<file path="config.mk">
export PLATFORM = sky130hd
export DESIGN_NAME = periodic_timer_bank
export DESIGN_NICKNAME = d
export VERILOG_FILES = /design/src/hdl/ptb_pkg.sv /design/src/hdl/ptb_ram.sv /design/src/hdl/ptb_divider.sv /design/src/hdl/periodic_timer_bank.sv
export SDC_FILE = /design/constraint.sdc
export NUM_CORES = 2
export LEC_CHECK = 0
export BUFFER_PORTS_ARGS = -buffer_cell sky130_fd_sc_hd__buf_2
export CAP_MARGIN = 10
export CORE_ASPECT_RATIO = 1.75
export CORE_UTILIZATION = 55
export DETAILED_ROUTE_END_ITERATION = 6
export GPL_TIMING_DRIVEN = 0
export PLACE_DENSITY_LB_ADDON = 0.08
export SYNTH_ARGS = -nofsm -noshare
export SYNTH_HDL_FRONTEND = slang
export SYNTH_SLANG_ARGS = --single-unit
</file>
<file path="constraint.sdc">
create_clock -name clk_i -period 11.2 [get_ports clk_i]
set_input_delay 2.24 -clock clk_i [delete_from_list [all_inputs] [get_ports clk_i]]
set_output_delay 2.24 -clock clk_i [all_outputs]
set_load 0.005 [all_outputs]
</file>
<file path="src/hdl/ptb_pkg.sv">
// Shared types and constants for the periodic timer bank.
// Holds the request, result and slot record structs, the command and result
// codes and the sequencer state type. Depends on nothing.
`timescale 1ns / 1ps
`default_nettype none

package ptb_pkg;

  // Default sizing of the bank.
  localparam int unsigned NumSlotsDefault = 8;
  localparam int unsigned TickBitsDefault = 32;

  // Field widths fixed by the interface.
  localparam int unsigned TickW   = 32;
  localparam int unsigned DivdW   = TickW + 1;
  localparam int unsigned TimeW   = 64;
  localparam int unsigned TotalW  = 36;

  // Command codes of a request.
  localparam logic [1:0] CMD_SUB   = 2'd0;
  localparam logic [1:0] CMD_UNSUB = 2'd1;
  localparam logic [1:0] CMD_ADV   = 2'd2;

  // Result kinds.
  localparam logic [1:0] KIND_SUB   = 2'd0;
  localparam logic [1:0] KIND_UNSUB = 2'd1;
  localparam logic [1:0] KIND_FIRED = 2'd2;
  localparam logic [1:0] KIND_DONE  = 2'd3;

  // One request transaction.
  typedef struct packed {
    logic [1:0]       cmd;
    logic [TickW-1:0] period;
    logic [TickW-1:0] target_id;
    logic [TickW-1:0] delta;
  } ptb_in_t;

  // One result transaction.
  typedef struct packed {
    logic [1:0]        kind;
    logic              ok;
    logic [TickW-1:0]  slot_ident;
    logic [TickW-1:0]  slot_period;
    logic [DivdW-1:0]  fires;
    logic [TickW-1:0]  fire_count;
    logic [TimeW-1:0]  time_now;
    logic [TotalW-1:0] fire_total;
    logic              last;
  } ptb_out_t;

  // One slot as kept in the slot memory, with the firings of the last advance.
  typedef struct packed {
    logic [TickW-1:0] id;
    logic [TickW-1:0] interval;
    logic [TickW-1:0] accum;
    logic [TickW-1:0] fired;
    logic [DivdW-1:0] nf;
  } ptb_rec_t;

  // Sequencer states.
  typedef enum logic [3:0] {
    ST_IDLE,
    ST_SUB,
    ST_UNS_RD,
    ST_UNS_CHK,
    ST_ADV_START,
    ST_ADV_RD,
    ST_ADV_LOAD,
    ST_ADV_DIV,
    ST_REP_INIT,
    ST_REP_RD,
    ST_REP_CHK,
    ST_REP_EMIT
  } ptb_state_e;

endpackage

`default_nettype wire

</file>
<file path="src/hdl/ptb_ram.sv">
// Generic single-write, single-read memory with a registered read port.
// Used for the slot records. Depends on nothing.
`timescale 1ns / 1ps
`default_nettype none

module ptb_ram #(
  parameter int unsigned WIDTH = 8,
  parameter int unsigned DEPTH = 8,
  localparam int unsigned AW = (DEPTH > 1) ? $clog2(DEPTH) : 1
) (
  input  wire logic             clk_i,
  input  wire logic             we_i,
  input  wire logic [AW-1:0]    waddr_i,
  input  wire logic [WIDTH-1:0] wdata_i,
  input  wire logic [AW-1:0]    raddr_i,
  output logic      [WIDTH-1:0] rdata_o
);

  logic [WIDTH-1:0] mem_q [DEPTH];
  logic [WIDTH-1:0] rdata_q;

  // Write port.
  always_ff @(posedge clk_i) begin
    if (we_i) begin
      mem_q[waddr_i] <= wdata_i;
    end
  end

  // Registered read port.
  always_ff @(posedge clk_i) begin
    rdata_q <= mem_q[raddr_i];
  end

  assign rdata_o = rdata_q;

endmodule

`default_nettype wire

</file>
<file path="src/hdl/ptb_divider.sv">
// Restoring divider, one quotient bit per cycle, 33-bit dividend by 32-bit divisor.
// Depends on ptb_pkg.
`timescale 1ns / 1ps
`default_nettype none

module ptb_divider (
  input  wire logic                       clk_i,
  input  wire logic                       rst_ni,
  input  wire logic                       start_i,
  input  wire logic [ptb_pkg::DivdW-1:0]  dividend_i,
  input  wire logic [ptb_pkg::TickW-1:0]  divisor_i,
  output logic                            done_o,
  output logic      [ptb_pkg::DivdW-1:0]  quot_o,
  output logic      [ptb_pkg::TickW-1:0]  rem_o
);

  import ptb_pkg::*;

  localparam int unsigned CntW = $clog2(DivdW);
  localparam logic [CntW-1:0] LastStep = CntW'(DivdW - 1);

  logic             busy_q, busy_d;
  logic             done_q, done_d;
  logic [CntW-1:0]  cnt_q, cnt_d;
  logic [DivdW-1:0] quo_q, quo_d;
  logic [TickW-1:0] rem_q, rem_d;
  logic [TickW-1:0] div_q, div_d;
  logic [DivdW-1:0] trial;
  logic             take;

  // One step: shift in the next dividend bit and try to subtract the divisor.
  assign trial = {rem_q, quo_q[DivdW-1]};
  assign take  = (trial >= {1'b0, div_q});

  always_comb begin
    busy_d = busy_q;
    done_d = 1'b0;
    cnt_d  = cnt_q;
    quo_d  = quo_q;
    rem_d  = rem_q;
    div_d  = div_q;
    if (start_i && !busy_q) begin
      busy_d = 1'b1;
      cnt_d  = '0;
      quo_d  = dividend_i;
      rem_d  = '0;
      div_d  = divisor_i;
    end else if (busy_q) begin
      quo_d = {quo_q[DivdW-2:0], take};
      rem_d = take ? TickW'(trial - {1'b0, div_q}) : TickW'(trial);
      cnt_d = cnt_q + 1'b1;
      if (cnt_q == LastStep) begin
        busy_d = 1'b0;
        done_d = 1'b1;
      end
    end
  end

  // Control registers.
  always_ff @(posedge clk_i or negedge rst_ni) begin
    if (!rst_ni) begin
      busy_q <= 1'b0;
      done_q <= 1'b0;
      cnt_q  <= '0;
    end else begin
      busy_q <= busy_d;
      done_q <= done_d;
      cnt_q  <= cnt_d;
    end
  end

  // Datapath registers.
  always_ff @(posedge clk_i) begin
    quo_q <= quo_d;
    rem_q <= rem_d;
    div_q <= div_d;
  end

  assign done_o = done_q;
  assign quot_o = quo_q;
  assign rem_o  = rem_q;

  // The remainder is always below a nonzero divisor.
  assert property (@(posedge clk_i) disable iff (!rst_ni)
    done_o |-> (div_q != '0) && (rem_o < div_q))
    else $error("divider remainder not below divisor");

  // Done is a single-cycle pulse.
  assert property (@(posedge clk_i) disable iff (!rst_ni)
    done_o |=> !done_o)
    else $error("divider done held longer than one cycle");

  // A new division is never started while one is running.
  assert property (@(posedge clk_i) disable iff (!rst_ni)
    busy_q |-> !start_i)
    else $error("divider started while busy");

endmodule

`default_nettype wire

</file>
<file path="src/hdl/periodic_timer_bank.sv">
// Periodic timer bank top level: sequencer, slot memory and shared 33-step divider.
// Depends on ptb_pkg, ptb_ram and ptb_divider. Reset empties every slot, id counter 1.
// Advance runs one division per live slot, then one report pass per fired slot and a
// last one for the total; every result leaves through the output register. One
// transaction at a time: busy drops in the cycle of the last result, when the next
// one can be accepted.
`timescale 1ns / 1ps
`default_nettype none

module periodic_timer_bank #(
  parameter int unsigned NUM_SLOTS = ptb_pkg::NumSlotsDefault,
  parameter int unsigned TICK_BITS = ptb_pkg::TickBitsDefault
) (
  input  wire logic              clk_i,
  input  wire logic              rst_ni,
  input  wire logic              start,
  output logic                   busy,
  input  wire ptb_pkg::ptb_in_t  req_i,
  output logic                   out_valid_o,
  output ptb_pkg::ptb_out_t      res_o
);

  import ptb_pkg::*;

  localparam int unsigned IW = (NUM_SLOTS > 1) ? $clog2(NUM_SLOTS) : 1;
  localparam logic [IW-1:0] LastIdx = IW'(NUM_SLOTS - 1);
  localparam int unsigned TW = (TICK_BITS > TickW) ? TickW : TICK_BITS;
  localparam logic [TickW-1:0] TickMask = {TickW{1'b1}} >> (TickW - TW);
  localparam int unsigned RecW = $bits(ptb_rec_t);

  ptb_state_e         state_q, state_d;
  ptb_in_t            req_q, req_d;
  logic [NUM_SLOTS-1:0] used_q, used_d;
  logic [NUM_SLOTS-1:0] pend_q, pend_d;
  logic [IW-1:0]      idx_q, idx_d;
  logic [IW-1:0]      best_idx_q, best_idx_d;
  logic               found_q, found_d;
  ptb_rec_t           best_q, best_d;
  ptb_rec_t           rec_q, rec_d;
  logic [TickW-1:0]   id_ctr_q, id_ctr_d;
  logic [TimeW-1:0]   time_q, time_d;
  logic [TotalW-1:0]  total_q, total_d;
  ptb_out_t           res_q, res_d;
  logic               valid_q, valid_d;

  logic               ram_we;
  logic [IW-1:0]      ram_waddr;
  ptb_rec_t           ram_wdata;
  logic [IW-1:0]      ram_raddr;
  logic [RecW-1:0]    ram_rdata;
  ptb_rec_t           rd_rec;

  logic               div_start;
  logic [DivdW-1:0]   div_dividend;
  logic               div_done;
  logic [DivdW-1:0]   div_quot;
  logic [TickW-1:0]   div_rem;

  logic [TickW-1:0]   per_m;
  logic [TickW-1:0]   dt_m;
  logic [IW-1:0]      free_idx;
  logic               free_ok;

  assign per_m  = req_q.period & TickMask;
  assign dt_m   = req_q.delta & TickMask;
  assign rd_rec = ptb_rec_t'(ram_rdata);

  // Lowest free slot.
  always_comb begin
    free_idx = '0;
    free_ok  = 1'b0;
    for (int i = NUM_SLOTS - 1; i >= 0; i--) begin
      if (!used_q[i]) begin
        free_idx = IW'(i);
        free_ok  = 1'b1;
      end
    end
  end

  // Slot record memory.
  ptb_ram #(
    .WIDTH (RecW),
    .DEPTH (NUM_SLOTS)
  ) u_ram (
    .clk_i   (clk_i),
    .we_i    (ram_we),
    .waddr_i (ram_waddr),
    .wdata_i (ram_wdata),
    .raddr_i (ram_raddr),
    .rdata_o (ram_rdata)
  );

  // Shared divider for the per-slot firing count.
  assign div_dividend = {1'b0, rd_rec.accum} + {1'b0, dt_m};

  ptb_divider u_div (
    .clk_i      (clk_i),
    .rst_ni     (rst_ni),
    .start_i    (div_start),
    .dividend_i (div_dividend),
    .divisor_i  (rd_rec.interval),
    .done_o     (div_done),
    .quot_o     (div_quot),
    .rem_o      (div_rem)
  );

  // Sequencer: next state, memory access and result forming.
  always_comb begin
    state_d    = state_q;
    req_d      = req_q;
    used_d     = used_q;
    pend_d     = pend_q;
    idx_d      = idx_q;
    best_idx_d = best_idx_q;
    found_d    = found_q;
    best_d     = best_q;
    rec_d      = rec_q;
    id_ctr_d   = id_ctr_q;
    time_d     = time_q;
    total_d    = total_q;
    res_d      = '0;
    valid_d    = 1'b0;
    ram_we     = 1'b0;
    ram_waddr  = idx_q;
    ram_wdata  = rec_q;
    ram_raddr  = idx_q;
    div_start  = 1'b0;

    unique case (state_q)
      ST_IDLE: begin
        if (start) begin
          req_d = req_i;
          idx_d = '0;
          unique case (req_i.cmd)
            CMD_SUB:   state_d = ST_SUB;
            CMD_UNSUB: state_d = ST_UNS_RD;
            CMD_ADV:   state_d = ST_ADV_START;
            default:   state_d = ST_IDLE;
          endcase
        end
      end

      // Take the lowest free slot, or reject.
      ST_SUB: begin
        valid_d     = 1'b1;
        res_d.kind  = KIND_SUB;
        res_d.last  = 1'b1;
        if (per_m != '0 && free_ok) begin
          ram_we             = 1'b1;
          ram_waddr          = free_idx;
          ram_wdata          = '0;
          ram_wdata.id       = id_ctr_q;
          ram_wdata.interval = per_m;
          used_d[free_idx]   = 1'b1;
          res_d.ok           = 1'b1;
          res_d.slot_ident   = id_ctr_q;
          id_ctr_d           = id_ctr_q + 1'b1;
        end
        state_d = ST_IDLE;
      end

      // Unsubscribe walks the live slots for the first matching id.
      ST_UNS_RD: begin
        if (used_q[idx_q]) begin
          state_d = ST_UNS_CHK;
        end else if (idx_q == LastIdx) begin
          valid_d    = 1'b1;
          res_d.kind = KIND_UNSUB;
          res_d.last = 1'b1;
          state_d    = ST_IDLE;
        end else begin
          idx_d = idx_q + 1'b1;
        end
      end

      ST_UNS_CHK: begin
        if (rd_rec.id == req_q.target_id) begin
          used_d[idx_q] = 1'b0;
          valid_d       = 1'b1;
          res_d.kind    = KIND_UNSUB;
          res_d.ok      = 1'b1;
          res_d.last    = 1'b1;
          state_d       = ST_IDLE;
        end else if (idx_q == LastIdx) begin
          valid_d    = 1'b1;
          res_d.kind = KIND_UNSUB;
          res_d.last = 1'b1;
          state_d    = ST_IDLE;
        end else begin
          idx_d   = idx_q + 1'b1;
          state_d = ST_UNS_RD;
        end
      end

      // Advance: a zero step only reports the total.
      ST_ADV_START: begin
        total_d = '0;
        pend_d  = '0;
        idx_d   = '0;
        if (dt_m == '0) begin
          valid_d        = 1'b1;
          res_d.kind     = KIND_DONE;
          res_d.time_now = time_q;
          res_d.last     = 1'b1;
          state_d        = ST_IDLE;
        end else begin
          time_d  = time_q + TimeW'(dt_m);
          state_d = ST_ADV_RD;
        end
      end

      ST_ADV_RD: begin
        if (used_q[idx_q]) begin
          state_d = ST_ADV_LOAD;
        end else if (idx_q == LastIdx) begin
          state_d = ST_REP_INIT;
        end else begin
          idx_d = idx_q + 1'b1;
        end
      end

      // The record is on the read port: start the division.
      ST_ADV_LOAD: begin
        rec_d     = rd_rec;
        div_start = 1'b1;
        state_d   = ST_ADV_DIV;
      end

      // Write back remainder, count and firings of this slot.
      ST_ADV_DIV: begin
        if (div_done) begin
          ram_we          = 1'b1;
          ram_wdata       = rec_q;
          ram_wdata.accum = div_rem;
          ram_wdata.fired = rec_q.fired + div_quot[TickW-1:0];
          ram_wdata.nf    = div_quot;
          pend_d[idx_q]   = (div_quot != '0);
          total_d         = total_q + TotalW'(div_quot);
          if (idx_q == LastIdx) begin
            state_d = ST_REP_INIT;
          end else begin
            idx_d   = idx_q + 1'b1;
            state_d = ST_ADV_RD;
          end
        end
      end

      // Report: each pass picks the pending slot with the lowest id.
      ST_REP_INIT: begin
        idx_d   = '0;
        found_d = 1'b0;
        state_d = ST_REP_RD;
      end

      ST_REP_RD: begin
        if (pend_q[idx_q]) begin
          state_d = ST_REP_CHK;
        end else if (idx_q == LastIdx) begin
          state_d = ST_REP_EMIT;
        end else begin
          idx_d = idx_q + 1'b1;
        end
      end

      ST_REP_CHK: begin
        if (!found_q || rd_rec.id < best_q.id) begin
          found_d    = 1'b1;
          best_d     = rd_rec;
          best_idx_d = idx_q;
        end
        if (idx_q == LastIdx) begin
          state_d = ST_REP_EMIT;
        end else begin
          idx_d   = idx_q + 1'b1;
          state_d = ST_REP_RD;
        end
      end

      ST_REP_EMIT: begin
        valid_d        = 1'b1;
        res_d.time_now = time_q;
        if (found_q) begin
          res_d.kind           = KIND_FIRED;
          res_d.slot_ident     = best_q.id;
          res_d.slot_period    = best_q.interval;
          res_d.fires          = best_q.nf;
          res_d.fire_count     = best_q.fired;
          pend_d[best_idx_q]   = 1'b0;
          state_d              = ST_REP_INIT;
        end else begin
          res_d.kind       = KIND_DONE;
          res_d.fire_total = total_q;
          res_d.last       = 1'b1;
          state_d          = ST_IDLE;
        end
      end

      default: state_d = ST_IDLE;
    endcase
  end

  // Control registers.
  always_ff @(posedge clk_i or negedge rst_ni) begin
    if (!rst_ni) begin
      state_q  <= ST_IDLE;
      used_q   <= '0;
      pend_q   <= '0;
      idx_q    <= '0;
      found_q  <= 1'b0;
      id_ctr_q <= TickW'(1);
      time_q   <= '0;
      total_q  <= '0;
      valid_q  <= 1'b0;
    end else begin
      state_q  <= state_d;
      used_q   <= used_d;
      pend_q   <= pend_d;
      idx_q    <= idx_d;
      found_q  <= found_d;
      id_ctr_q <= id_ctr_d;
      time_q   <= time_d;
      total_q  <= total_d;
      valid_q  <= valid_d;
    end
  end

  // Payload registers.
  always_ff @(posedge clk_i) begin
    req_q      <= req_d;
    best_q     <= best_d;
    best_idx_q <= best_idx_d;
    rec_q      <= rec_d;
    res_q      <= res_d;
  end

  assign busy        = (state_q != ST_IDLE);
  assign out_valid_o = valid_q;
  assign res_o       = res_q;

  // No slot is left pending once the sequencer is idle.
  assert property (@(posedge clk_i) disable iff (!rst_ni)
    (state_q == ST_IDLE) |-> (pend_q == '0))
    else $error("pending report left after advance");

  // A successful subscribe reply hands out the id just before the counter.
  assert property (@(posedge clk_i) disable iff (!rst_ni)
    (out_valid_o && res_o.kind == KIND_SUB && res_o.ok) |->
      (id_ctr_q == res_o.slot_ident + 1'b1))
    else $error("id counter out of step with subscribe reply");

  // Fired reports are never the last transaction of an advance.
  assert property (@(posedge clk_i) disable iff (!rst_ni)
    (out_valid_o && res_o.kind == KIND_FIRED) |-> !res_o.last)
    else $error("fired report marked last");

  // The divider only finishes while the sequencer waits for it.
  assert property (@(posedge clk_i) disable iff (!rst_ni)
    div_done |-> (state_q == ST_ADV_DIV))
    else $error("divider result outside the division state");

endmodule

`default_nettype wire

</file>
==> impl_metrics.ini <==
[synthesis]
synth-seq-area-share = 0.7285
synth_cell_type_count = 92
syn_nets = 6504
synth-edff-count = 1742
synth_top_area_frac = 0.5865
synth_area_mm2 = 0.08918
synth_top_cell_by_area = edfxtp_1
synth_ff_type = edfxtp_1
syn-instance-count = 6199
ys_seq_elements = 2333
yosysWarnings = 0
syn_area_per_cell_um2 = 14.39
synth_area_leaders = edfxtp_1 (59%), dfxtp_1 (9.6%), a22oi_1 (5.3%), dfrtp_1 (4.6%), ha_1 (2.8%)
async_flop_share = 0.07072

[route]
remaining_drc_errors = 0
totalWireLength_mm = 293.7
dr.pass1.iters = 6
final_antenna_net_count = 0
viasPerCell = 6.372
via_count = 57940
avgRoutedWirePerCell_um = 32.30
drtIter0Drc = 6623

[setup_path]
start_kind = flip-flop
cp.arrival_ns = 6.53
worst-path-max-fanout = 21
required_ns = 11.75
path_class = reg -> reg
end_kind = flip-flop

[clock_network]
root_buffer = clkbuf_16
cts_setup_buffers = 0
cts_tree = built
htreeDepth = 4
ctsHoldBuffers = 0
clk_pin_slew_ns = 0.06
clock_latency_ns = 0.86
clockBufferDepth = 4
cts_sinks = 2333
cts_resized = 0
numCtsBuffers = 204

[global_route]
gr-total-overflow = 0
antenna_found_initial = 17
grt_pass1_vias = 56585
grt_max_degree = 75
grt_pass1_wl_mm = 408.9
grt_usage = 0.3558

[layout]
drive_above_1_share = 0.1214
area_growth_pct = 14.92
nets = 7148
nFillCells = 11944
mostFrequentLayoutCell = edfxtp_1
final_cell_mix = edfxtp_1 (1742), a22oi_1 (631), nand2_1 (612)
multiInputGateArea_mm2 = 0.02269
register_area_mm2 = 0.06497

[timing]
fin_tns_setup_ns = 0
setup_violations = 0
relSlewSlack = -0.01117
grt_setup_unrepaired = no
slew_violations = 11
hold_viol = 0
finalWorstSetupSlack_ns = 5.221
timing.final.crit_share = 0.5339
worst_pin_slew_ns = 1.517
timing.fmax_mhz = 167.2
post-route-min-period_ns = 5.979
clock_skew_ns = 0.05087

[placed_design]
place.gp.congestion = 0.9522
portBuffers = 335
preCtsSetupSlack_ns = 5.269
hpwl_mm = 209.6

[power]
peakVddDrop_uv = 163.8
p_leak_nw = 37.65
power.density_mw_per_mm2 = 251.2

[floorplan]
dieHeight_um = 534.7
start_util = 0.5538
die_w_um = 306.4
dieArea_mm2 = 0.1638
num_io_pins = 336
core_area_mm2 = 0.1610
rows = 195

[outcome]
violations = max-capacitance violations, max-slew violations
status = finished, violations left

[flow_run]
max-cap-violations = 1

[hold_path]
hp-class = reg -> reg
-- final timing paths --
kind	startpoint	to	slack (ns)	cells past startpoint
setup / recovery	per_m[0]	u_ram.mem_q[1][73]	5.22	10
hold / removal	u_ram.rdata_o[44]	rec_q[44]	0.43	0
setup reg to reg	per_m[0]	u_ram.mem_q[1][73]	5.22	10
hold reg to reg	u_ram.rdata_o[44]	rec_q[44]	0.43	0
max in group asynchronous	rst_ni	time_q[15]	8.80	3
min in group asynchronous	rst_ni	total_q[5]	1.26	1
-- critical path, cell delays in order, from the launching register on --
cell and delay [ns]:
edfxtp_1 0.49, nor4_1 0.75, nand4_1 0.49, o211ai_1 0.74, a41o_1 0.19, clkbuf_1 0.88, a21oi_1 0.54, nor2_4 0.94
buf_16 0.26, buf_16 0.19, buf_16 0.18
-- routing by layer --
| layer | global-route usage | part of all wire | up-vias |
|---|---|---|---|
| li1 | - | - | 25021 |
| met1 | 0.4091 | 0.34 | 28959 |
| met2 | 0.6214 | 0.50 | 3183 |
| met3 | 0.04649 | 0.075 | 769 |
| met4 | 0.2368 | 0.076 | 8 |
| met5 | 0 | 0.00016 | - |
-- logic make-up after synthesis --
kind of cell	share of synthesized area
buffers and inverters	0.01806
adder cells (fa/ha/maj)	0.02904
XOR/XNOR	0.02200
AO/OA/AOI/OAI	0.1155
flip-flops	0.7285
AND/OR/NAND/NOR	0.08245
multiplexers	0.004503
-- cell usage after synthesis (6+ instances only) --
master       n
a211o_1      9
a211oi_1    23
a21o_1     115
a21oi_1    174
a221o_1      8
a22o_1      39
a22oi_1    631
a31oi_1     25
a32oi_1      7
and2_1     205
and3_1      35
and4_1       8
buf_1       19
buf_2        8
clkbuf_1   261
dfrtp_1    164
dfxtp_1    426
edfxtp_1  1742
ha_1       199
inv_1      115
mux2i_1     21
mux4_2       7
nand2_1    612
nand2b_1    15
nand3_1    119
nand4_1    196
nor2_1     129
nor2b_1     24
nor3_1      48
nor3b_1      9
nor4_1      45
o211ai_1    13
o21a_1      24
o21ai_0    298
o21ai_1      8
o21bai_1    18
o22ai_1     16
o31ai_1     23
or2_2        9
or3_1       15
or4_1        6
xnor2_1     90
xor2_1     134
-- report_power, final --
part           internal [mW]  total [mW]  switching [mW]
registers               11.0        12.3            1.26
logic                   2.08        6.26            4.18
clock network           4.02        7.20            3.17
total                   17.1        25.7            8.61
-- through the flow --
stage                 util  total power, mW  instance area, um2  hold slack, ns  std cells
finish              0.6365            25.74              102500          0.4276       9093
global route        0.6364            26.54              102500          0.4422       9086
global placement    0.5803            18.54               93450          0.4098       8602
floorplan                -            15.62               89180          0.4037       6199
detailed placement  0.5937            18.57               95600          0.4118       8701
CTS                 0.6359            25.65              102400          0.4311       9076
-- sequential cells by signal (all words and copies together) (netlist names), 4 cells and up --
name           cells
u_div.rem_o       32
id_ctr_q          32
used_q             8
u_div.quot_o      33
u_ram.mem_q     1288
per_m             32
rec_q            161
total_q           36
u_ram.rdata_o    161
pend_q             8
best_q           129
time_q            64
state_q            4
u_div.cnt_q        6
dt_m              32
res_o            233
u_div.div_q       32
req_q             32
-- cell type report --
cell class | count | area share
Timing Repair Buffer | 438 | 0.03685
Buffer | 296 | 0.01162
Clock buffer | 274 | 0.05697
Multi-Input combinational cell | 3452 | 0.2214
Inverter | 118 | 0.004322
Tap cell | 2068 | 0.02525
Clock inverter | 101 | 0.009400
Sequential cell | 2333 | 0.6339
Antenna cell | 13 | 0.0003174
(Power assumes the default switching activity.)
